===== src/hdl/slew_limited_servo_pulse_mapper_assert.svh =====
// Assertion macros shared by the servo pulse mapper RTL.
`ifndef SLEW_LIMITED_SERVO_PULSE_MAPPER_ASSERT_SVH
`define SLEW_LIMITED_SERVO_PULSE_MAPPER_ASSERT_SVH

`ifndef SYNTHESIS
// check disabled while reset is asserted
`define SLSPM_ASSERT(lbl, clk, rstn, prop) \
    lbl: assert property (@(posedge clk) disable iff (!rstn) prop) \
        else $error("%m: check failed");
// check active at every edge, reset included
`define SLSPM_ASSERT_ALWAYS(lbl, clk, prop) \
    lbl: assert property (@(posedge clk) prop) \
        else $error("%m: check failed");
`else
`define SLSPM_ASSERT(lbl, clk, rstn, prop)
`define SLSPM_ASSERT_ALWAYS(lbl, clk, prop)
`endif

`endif


===== src/hdl/slspm_pkg.sv =====
// Types and constants of the slew-limited servo pulse mapper.
package slspm_pkg;

    localparam int NUM_LANES   = 6;
    localparam int NUM_FINGERS = 5;

    localparam logic [6:0] PCT_FULL = 7'd100;

    // channel order: thumb, index, middle, ring, little, wrist
    localparam logic [7:0] ANGLE_LO [NUM_LANES] =
        '{8'd2, 8'd70, 8'd85, 8'd100, 8'd100, 8'd0};
    // magnitude of angle_hi - angle_lo
    localparam logic [7:0] ANGLE_SPAN [NUM_LANES] =
        '{8'd28, 8'd70, 8'd75, 8'd70, 8'd110, 8'd180};
    // index finger runs from 70 down to 0
    localparam logic [NUM_LANES-1:0] SPAN_NEG = 6'b000010;

    localparam logic [6:0] FINGER_POS_INIT = 7'd0;
    localparam logic [6:0] WRIST_POS_INIT  = 7'd50;

    // x/100 = (x * 5243) >> 19, exact for x < 2^15
    localparam logic [12:0] RECIP_100 = 13'd5243;
    // y/45 = (y * 372828) >> 24, exact for y < 2^18 (x/180 = (x>>2)/45)
    localparam logic [18:0] RECIP_45  = 19'd372828;

    localparam logic [6:0]  FINGER_STEP_RST      = 7'd5;
    localparam logic [6:0]  WRIST_STEP_RST       = 7'd3;
    localparam logic [11:0] FINGER_PULSE_MIN_RST = 12'd544;
    localparam logic [11:0] FINGER_PULSE_MAX_RST = 12'd2400;
    localparam logic [11:0] WRIST_PULSE_MIN_RST  = 12'd500;
    localparam logic [11:0] WRIST_PULSE_MAX_RST  = 12'd2500;

    typedef enum logic [2:0] {
        CFG_FINGER_STEP      = 3'd0,
        CFG_WRIST_STEP       = 3'd1,
        CFG_FINGER_PULSE_MIN = 3'd2,
        CFG_FINGER_PULSE_MAX = 3'd3,
        CFG_WRIST_PULSE_MIN  = 3'd4,
        CFG_WRIST_PULSE_MAX  = 3'd5
    } cfg_idx_t;

    typedef enum logic [1:0] {
        ST_IDLE,
        ST_BUSY,
        ST_DONE
    } state_t;

    typedef struct packed {
        logic [6:0]  step;
        logic [11:0] pmin;
        logic [11:0] pmax;
        logic [7:0]  angle_lo;
        logic [7:0]  span;
        logic        span_neg;
        logic [6:0]  pos_init;
    } lane_cfg_t;

endpackage


===== src/hdl/slspm_lane.sv =====
// One channel lane: clamp, slew, position-to-angle and angle-to-pulse pipeline.
`include "slew_limited_servo_pulse_mapper_assert.svh"

module slspm_lane
    import slspm_pkg::*;
(
    input  logic        aclk,
    input  logic        aresetn,
    input  lane_cfg_t   cfg,
    input  logic        accept,
    input  logic [7:0]  target,
    output logic [6:0]  pos,
    output logic [11:0] pulse
);

    logic [6:0]  tgt;
    logic [6:0]  pos_reg, pos_next;
    logic [14:0] prod1_reg, prod1_next;
    logic [27:0] q100_full;
    logic [8:0]  q100;
    logic [8:0]  angle_sum;
    logic [7:0]  angle_reg;
    logic [11:0] diff;
    logic [19:0] prod2_reg, prod2_next;
    logic [36:0] q180_full;
    logic [12:0] q180;
    logic [12:0] pulse_sum;
    logic [11:0] pulse_reg, pulse_next;

    assign tgt = (target > {1'b0, PCT_FULL}) ? PCT_FULL : target[6:0];

    always_comb begin
        if (tgt > pos_reg && (tgt - pos_reg) > cfg.step) begin
            pos_next = pos_reg + cfg.step;
        end else if (pos_reg > tgt && (pos_reg - tgt) > cfg.step) begin
            pos_next = pos_reg - cfg.step;
        end else begin
            pos_next = tgt;
        end
    end

    always_ff @(posedge aclk) begin
        if (!aresetn) begin
            pos_reg <= cfg.pos_init;
        end else if (accept) begin
            pos_reg <= pos_next;
        end
    end

    // free-running datapath; pos_reg only moves on a beat
    assign prod1_next = {8'd0, pos_reg} * {7'd0, cfg.span};

    assign q100_full = {13'd0, prod1_reg} * {15'd0, RECIP_100};
    assign q100      = q100_full[27:19];
    assign angle_sum = cfg.span_neg ? ({1'b0, cfg.angle_lo} - q100)
                                    : ({1'b0, cfg.angle_lo} + q100);

    assign diff       = cfg.pmax - cfg.pmin;
    assign prod2_next = {12'd0, angle_reg} * {8'd0, diff};

    assign q180_full = {19'd0, prod2_reg[19:2]} * {18'd0, RECIP_45};
    assign q180      = q180_full[36:24];
    assign pulse_sum = {1'b0, cfg.pmin} + q180;

    always_comb begin
        if (cfg.pmax < cfg.pmin) begin
            pulse_next = cfg.pmax;
        end else if (pulse_sum > {1'b0, cfg.pmax}) begin
            pulse_next = cfg.pmax;
        end else begin
            pulse_next = pulse_sum[11:0];
        end
    end

    always_ff @(posedge aclk) begin
        prod1_reg <= prod1_next;
        angle_reg <= angle_sum[7:0];
        prod2_reg <= prod2_next;
        pulse_reg <= pulse_next;
    end

    assign pos   = pos_reg;
    assign pulse = pulse_reg;

    `SLSPM_ASSERT(a_pos_in_range, aclk, aresetn, pos_reg <= PCT_FULL)

endmodule


===== config.mk =====
export PLATFORM = sky130hd
export DESIGN_NAME = slspm_lane
export DESIGN_NICKNAME = d
export VERILOG_FILES = /design/src/hdl/slspm_pkg.sv /design/src/hdl/slspm_lane.sv
export VERILOG_INCLUDE_DIRS = /design/src /design/src/hdl
export SDC_FILE = /design/constraint.sdc
export NUM_CORES = 1
export LEC_CHECK = 0
export BUFFER_PORTS_ARGS = -buffer_cell sky130_fd_sc_hd__buf_2
export CAP_MARGIN = 10
export CORE_UTILIZATION = 26
export DETAILED_ROUTE_END_ITERATION = 6
export GPL_ROUTABILITY_DRIVEN = 0
export PLACE_DENSITY = 0.48
export SLEW_MARGIN = 30
export SYNTH_ARGS = -nofsm -noshare
export SYNTH_HDL_FRONTEND = slang
export SYNTH_SLANG_ARGS = --single-unit

===== constraint.sdc =====
create_clock -name aclk -period 10.5 [get_ports aclk]
set_input_delay 0 -clock aclk [delete_from_list [all_inputs] [get_ports aclk]]
set_output_delay 0 -clock aclk [all_outputs]
set_load 0.01 [all_outputs]

### Word level (Yosys, flattened, before mapping)

Index checks and enable logic that the tools add are counted.

| storage, ports and cells | value |
|---|---|
| register bits | 62 |
| input bits | 66 |

| operators by class | value |
|---|---|
| add/sub/neg operators | 8 |
| multipliers | 4 |
| magnitude comparators | 7 |
| eq/ne operators | 1 |
| multiplexer cells | 8 |
| reduce and logical (&&, ||, !) cells | 2 |

Operator list:

| cell | count |
|---|---|
| multiplier 18 x 17 -> 35 bit (second input constant) | 1 |
| two-way mux 7 bit | 5 |
| > comparator 7 bit | 4 |
| multiplier 15 x 13 -> 27 bit (second input constant) | 1 |
| two-way mux 12 bit | 2 |
| subtractor 7 bit | 3 |
| multiplier 8 x 12 -> 20 bit | 1 |
| multiplier 7 x 8 -> 15 bit | 1 |
| adder 12 x 13 -> 13 bit | 1 |
| > comparator 13 x 12 -> 1 bit | 1 |
| less-than comparator 12 bit | 1 |
| subtractor 12 bit | 1 |
| adder 8 bit | 1 |
| > comparator 8 x 7 -> 1 bit (second input constant) | 1 |
| two-way mux 8 bit | 1 |
| subtractor 8 bit | 1 |
| adder 7 bit | 1 |
| logical AND 1 bit | 2 |
| != test 2 x 1 -> 1 bit (second input constant) | 1 |

### Longest topological paths before layout

| logic depth | value |
|---|---|
| depth after elaboration | 9 |
| depth in mapped cells | 38 |

### Least setup slack after synthesis

No wires, ideal clock.

| timing path | value |
|---|---|
| path type | register to register |
| from | reg prod2_reg[11] |
| to | reg pulse_reg[10], in the netlist pulse[10] |
| setup time | 0.121 ns |
| arrival | 8.234 ns |
| setup slack | 2.145 ns |
| stages on the path, launching flop included | 35 |
| path buffers | 1 |
| clock period less this slack | 8.355 ns |
| path through | dfxtp_1 > ha_1 > fa_1 > inv_1 > fa_1 > fa_1 > fa_1 > fa_1 > inv_1 > ha_1 > a2111oi_2 > o21ai_1 > o21ai_1 > nor3b_2 > o2bb2ai_2 > nor2_1 > o21a_1 > nor2_1 > xnor2_1 > ha_1 > and2_1 > a221o_1 > a21oi_1 > o21ai_1 > a21o_1 > a21oi_1 > xnor2_1 > ha_1 > nand3_1 > o21bai_1 > a21oi_1 > a2111o_1 > mux2i_4 > buf_12 > mux2_4 |

| between the ends | value |
|---|---|
| word-level cells in the longest chain between the ends | 5 |

RTL lines:

| item | RTL line | source |
|---|---|---|
| start, declared | slspm_lane.sv:24 | `logic [19:0] prod2_reg, prod2_next;` |
| start signal, assigned | slspm_lane.sv:78 | `prod2_reg <= prod2_next;` |
| multiplier 18 x 17 -> 35 bit * | slspm_lane.sv:61 | `assign q180_full = {19'd0, prod2_reg[19:2]} * {18'd0, RECIP_45};` |
| adder 12 x 13 -> 13 bit * | slspm_lane.sv:63 | `assign pulse_sum = {1'b0, cfg.pmin} + q180;` |
| > comparator 13 x 12 -> 1 bit | slspm_lane.sv:68 | `end else if (pulse_sum > {1'b0, cfg.pmax}) begin` |
| two-way mux 12 bit * | slspm_lane.sv:68 |  |
| two-way mux 12 bit * | slspm_lane.sv:66 | `if (cfg.pmax < cfg.pmin) begin` |
| via pulse_next[10] | slspm_lane.sv:28 | `logic [11:0] pulse_reg, pulse_next;` |
| end signal, assigned | slspm_lane.sv:79 | `pulse_reg <= pulse_next;` |
| end, declared | slspm_lane.sv:28 |  |

The timed path passes the listed nets; every way through them passes the cells marked *.
A chain may end at the register's enable or synchronous reset.

### Worst setup path after layout

| timing path | value |
|---|---|
| from | reg prod2_reg[6] |
| to | reg pulse_reg[1], in the netlist pulse[1] |

Same word-level chain as after synthesis.

==> results.json <==
{
  "final_layout_size_suffix_gt1_share_pct": 6.864,
  "grt_max_degree": 21,
  "port_buffers": 84,
  "async_flop_share_pct": 0,
  "post-synth-top-area-cell": "fa_1",
  "cts_inserted_buffers": 9,
  "maxCapViolCount": 0,
  "largest_reg_flops": 18,
  "fin_skew_ns": 0.01293,
  "path_class": "reg2reg",
  "start_util_pct": 26.32,
  "syn_area_per_cell_um2": 9.188,
  "wl_per_cell_um": 14.06,
  "yosys_register_bits": 60,
  "setup_viol": 0,
  "grt_overflow": 0,
  "finalNetCount": 2736,
  "finalCritPeriodShare_pct": 87.99,
  "fin_setup_tns_ns": 0,
  "rsz0062_at_grt": "no",
  "ant_nets": 0,
  "die_h_um": 263.0,
  "grt_use_total_pct": 12.31,
  "dieArea_mm2": 0.06915,
  "cp.required_ns": 10.75,
  "cts_tree": "done",
  "synth_seq_area_share_pct": 7.180,
  "syn_inst": 1927,
  "slowest_stage": "o41ai_1",
  "critPathMaxStageDelay_ns": 0.61,
  "yosys.area.top_type_share_pct": 29.28,
  "die_w_um": 263.0,
  "drtIter0Drc": 374,
  "hold_viol_final": 0,
  "min_period_ns": 9.239,
  "ff2ff_path_depth": 34,
  "clk_latency_ns": 0.36,
  "worstHoldPathType": "in2reg",
  "ys_warn_count": 0,
  "maxSlewViolCount": 0,
  "end_kind": "flip-flop",
  "finish.utilization_pct": 29.16,
  "drc": 0,
  "coreArea_mm2": 0.06728,
  "synth_edf_count": 7,
  "clkSlewWorstSetupHoldPaths_ns": 0.06,
  "clock_sinks": 60,
  "rows": 95,
  "multiInputGateArea_mm2": 0.01456,
  "grt_pass1_vias": 14020,
  "synth.distinct_cells": 72,
  "path_common_cell": "ha_1",
  "cts-root-buf": "clkbuf_16",
  "fmax_ghz": 0.1082,
  "crit_path_max_fanout": 12,
  "cts_resized": 0,
  "cts_max_level": 3,
  "vias_per_cell": 4.396,
  "drtPass1Iterations": 6,
  "status": "finished clean",
  "syn_area_mm2": 0.01771,
  "antenna_found_initial": 0,
  "io_pins": 85,
  "max_slew_margin_pct": 33.54,
  "start_kind": "flip-flop",
  "diodes": 0,
  "worst_pin_slew_ns": 0.9898,
  "yosys-top-cells-area": "fa_1 (29%), ha_1 (28%), inv_1 (10%)",
  "fill_cells": 7181,
  "syn-num-nets": 2643,
  "grt_pass1_wl_um": 68880,
  "num_vias": 12740,
  "wl_um": 40750,
  "synth_ff_type": "dfxtp_1",
  "area_delta_synth_final_pct": 10.78,
  "crit_arrival_ns": 9.49,
  "clock_path_buffers": 2,
  "holdPathStages": 3,
  "seq_area_mm2": 0.001271,
  "dp_hpwl_um": 36500
}
[per-stage QoR]
step | cell area (um^2) | worst slack, ns | hold WS, ns | std cells
finish | 19620 | 1.261 | 0.02071 | 2898
global route | 19620 | 0.6926 | 0.03967 | 2898
CTS | 19620 | 1.234 | 0.002479 | 2898
detailed placement | 19120 | 1.256 | 0.2819 | 2860
global placement | 19120 | 1.427 | 0.2794 | 2860
floorplan | 17710 | 2.145 | 0.1217 | 1927
[routing by layer]
metal / track usage (%) / wire, um / part of all wire [%]
met5: 0 / 0 / 0
met4: 3.762 / 1032 / 2.5
met3: 1.574 / 897 / 2.2
met2: 22.35 / 20560 / 50
met1: 15.04 / 18260 / 45
[repair_timing]
action / 4_1_cts / 5_1_grt
hold buffers: 22 / 0
buffers inserted: 0 / 0
endpoints found under the hold margin: 22 / 0
[layout make-up]
| type | count | share of cell area [%] |
|---|---|---|
| clock buffers | 9 | 1.148 |
| clock inverters | 7 | 0.2743 |
| inverters | 471 | 9.013 |
| multi-input cells | 1371 | 74.21 |
| flip-flops and latches | 60 | 6.481 |
| well taps | 873 | 5.569 |
| repair buffers | 107 | 3.304 |
[final timing paths]
check,from,slack (ns),end
worst min-delay path,cfg[18],0.02,angle_reg[2]$_DFF_P_
worst min register to register,pos[0]$_DFFE_PP_,0.83,prod1_reg[0]$_DFF_P_
worst max register to register,prod2_reg[6]$_DFF_P_,1.26,pulse[1]$_DFF_P_
worst max-delay path,prod2_reg[6]$_DFF_P_,1.26,pulse[1]$_DFF_P_
[synthesized netlist by cell type (all sizes together) (3+ instances only)]
cell,n
a21oi,69
nor3,16
nor2,65
or2,3
a21boi,7
ha,391
a221o,3
and3,5
dfxtp,53
a221oi,5
nand2b,6
nand3,23
xnor2,64
edfxtp,7
fa,259
o211ai,7
o21bai,15
o31a,3
o21ai,43
clkbuf,23
a2111oi,3
or3,4
a31oi,6
nand2,141
nand4,10
a211oi,9
xor2,26
o31ai,6
a21o,31
o22ai,6
mux2,14
nor2b,20
mux2i,4
and2,69
o21a,13
inv,471
and4,3
[critical path: cells and delay by family (launching register included)]
kind	cells	cell delay (ns)
XOR/XNOR	2	0.46
multiplexers	2	0.92
buffers and inverters	4	0.21
AND/OR/NAND/NOR	4	0.54
adder cells (fa/ha/maj)	9	3.61
AO/OA/AOI/OAI	13	2.92
flip-flops	1	0.45
[kinds of logic (layout without fill, tap and decap cells)]
kind of cell | after synthesis | in the layout | share of synthesized area (%)
buffers and inverters | 496 | 594 | 10.61
XOR/XNOR | 90 | 90 | 4.452
adder cells (fa/ha/maj) | 650 | 650 | 56.91
AND/OR/NAND/NOR | 372 | 372 | 10.12
flip-flops | 60 | 60 | 7.180
multiplexers | 18 | 18 | 1.378
AO/OA/AOI/OAI | 241 | 241 | 9.349
[placed cells by master (no fill, tap or decap), types with 7 or more instances in the layout]
| cell type | count |
|---|---|
| inv_1 | 471 |
| ha_1 | 391 |
| fa_1 | 259 |
| nand2_1 | 140 |
| buf_2 | 84 |
| and2_1 | 69 |
| a21oi_1 | 67 |
| nor2_1 | 65 |
| xnor2_1 | 64 |
| dfxtp_1 | 53 |
| o21ai_0 | 36 |
| a21o_1 | 30 |
| xor2_1 | 26 |
| nand3_1 | 22 |
| dlygate4sd3_1 | 22 |
| nor2b_1 | 20 |
| nor3_1 | 16 |
| o21bai_1 | 14 |
| o21a_1 | 13 |
| nand4_1 | 10 |
| mux2_4 | 9 |
| clkbuf_16 | 9 |
| a211oi_1 | 8 |
| o211ai_1 | 7 |
| edfxtp_1 | 7 |
Power is left out: the tool's default activity adds up to more than one toggle a clock period on the data nets, which glitch-free logic cannot reach.
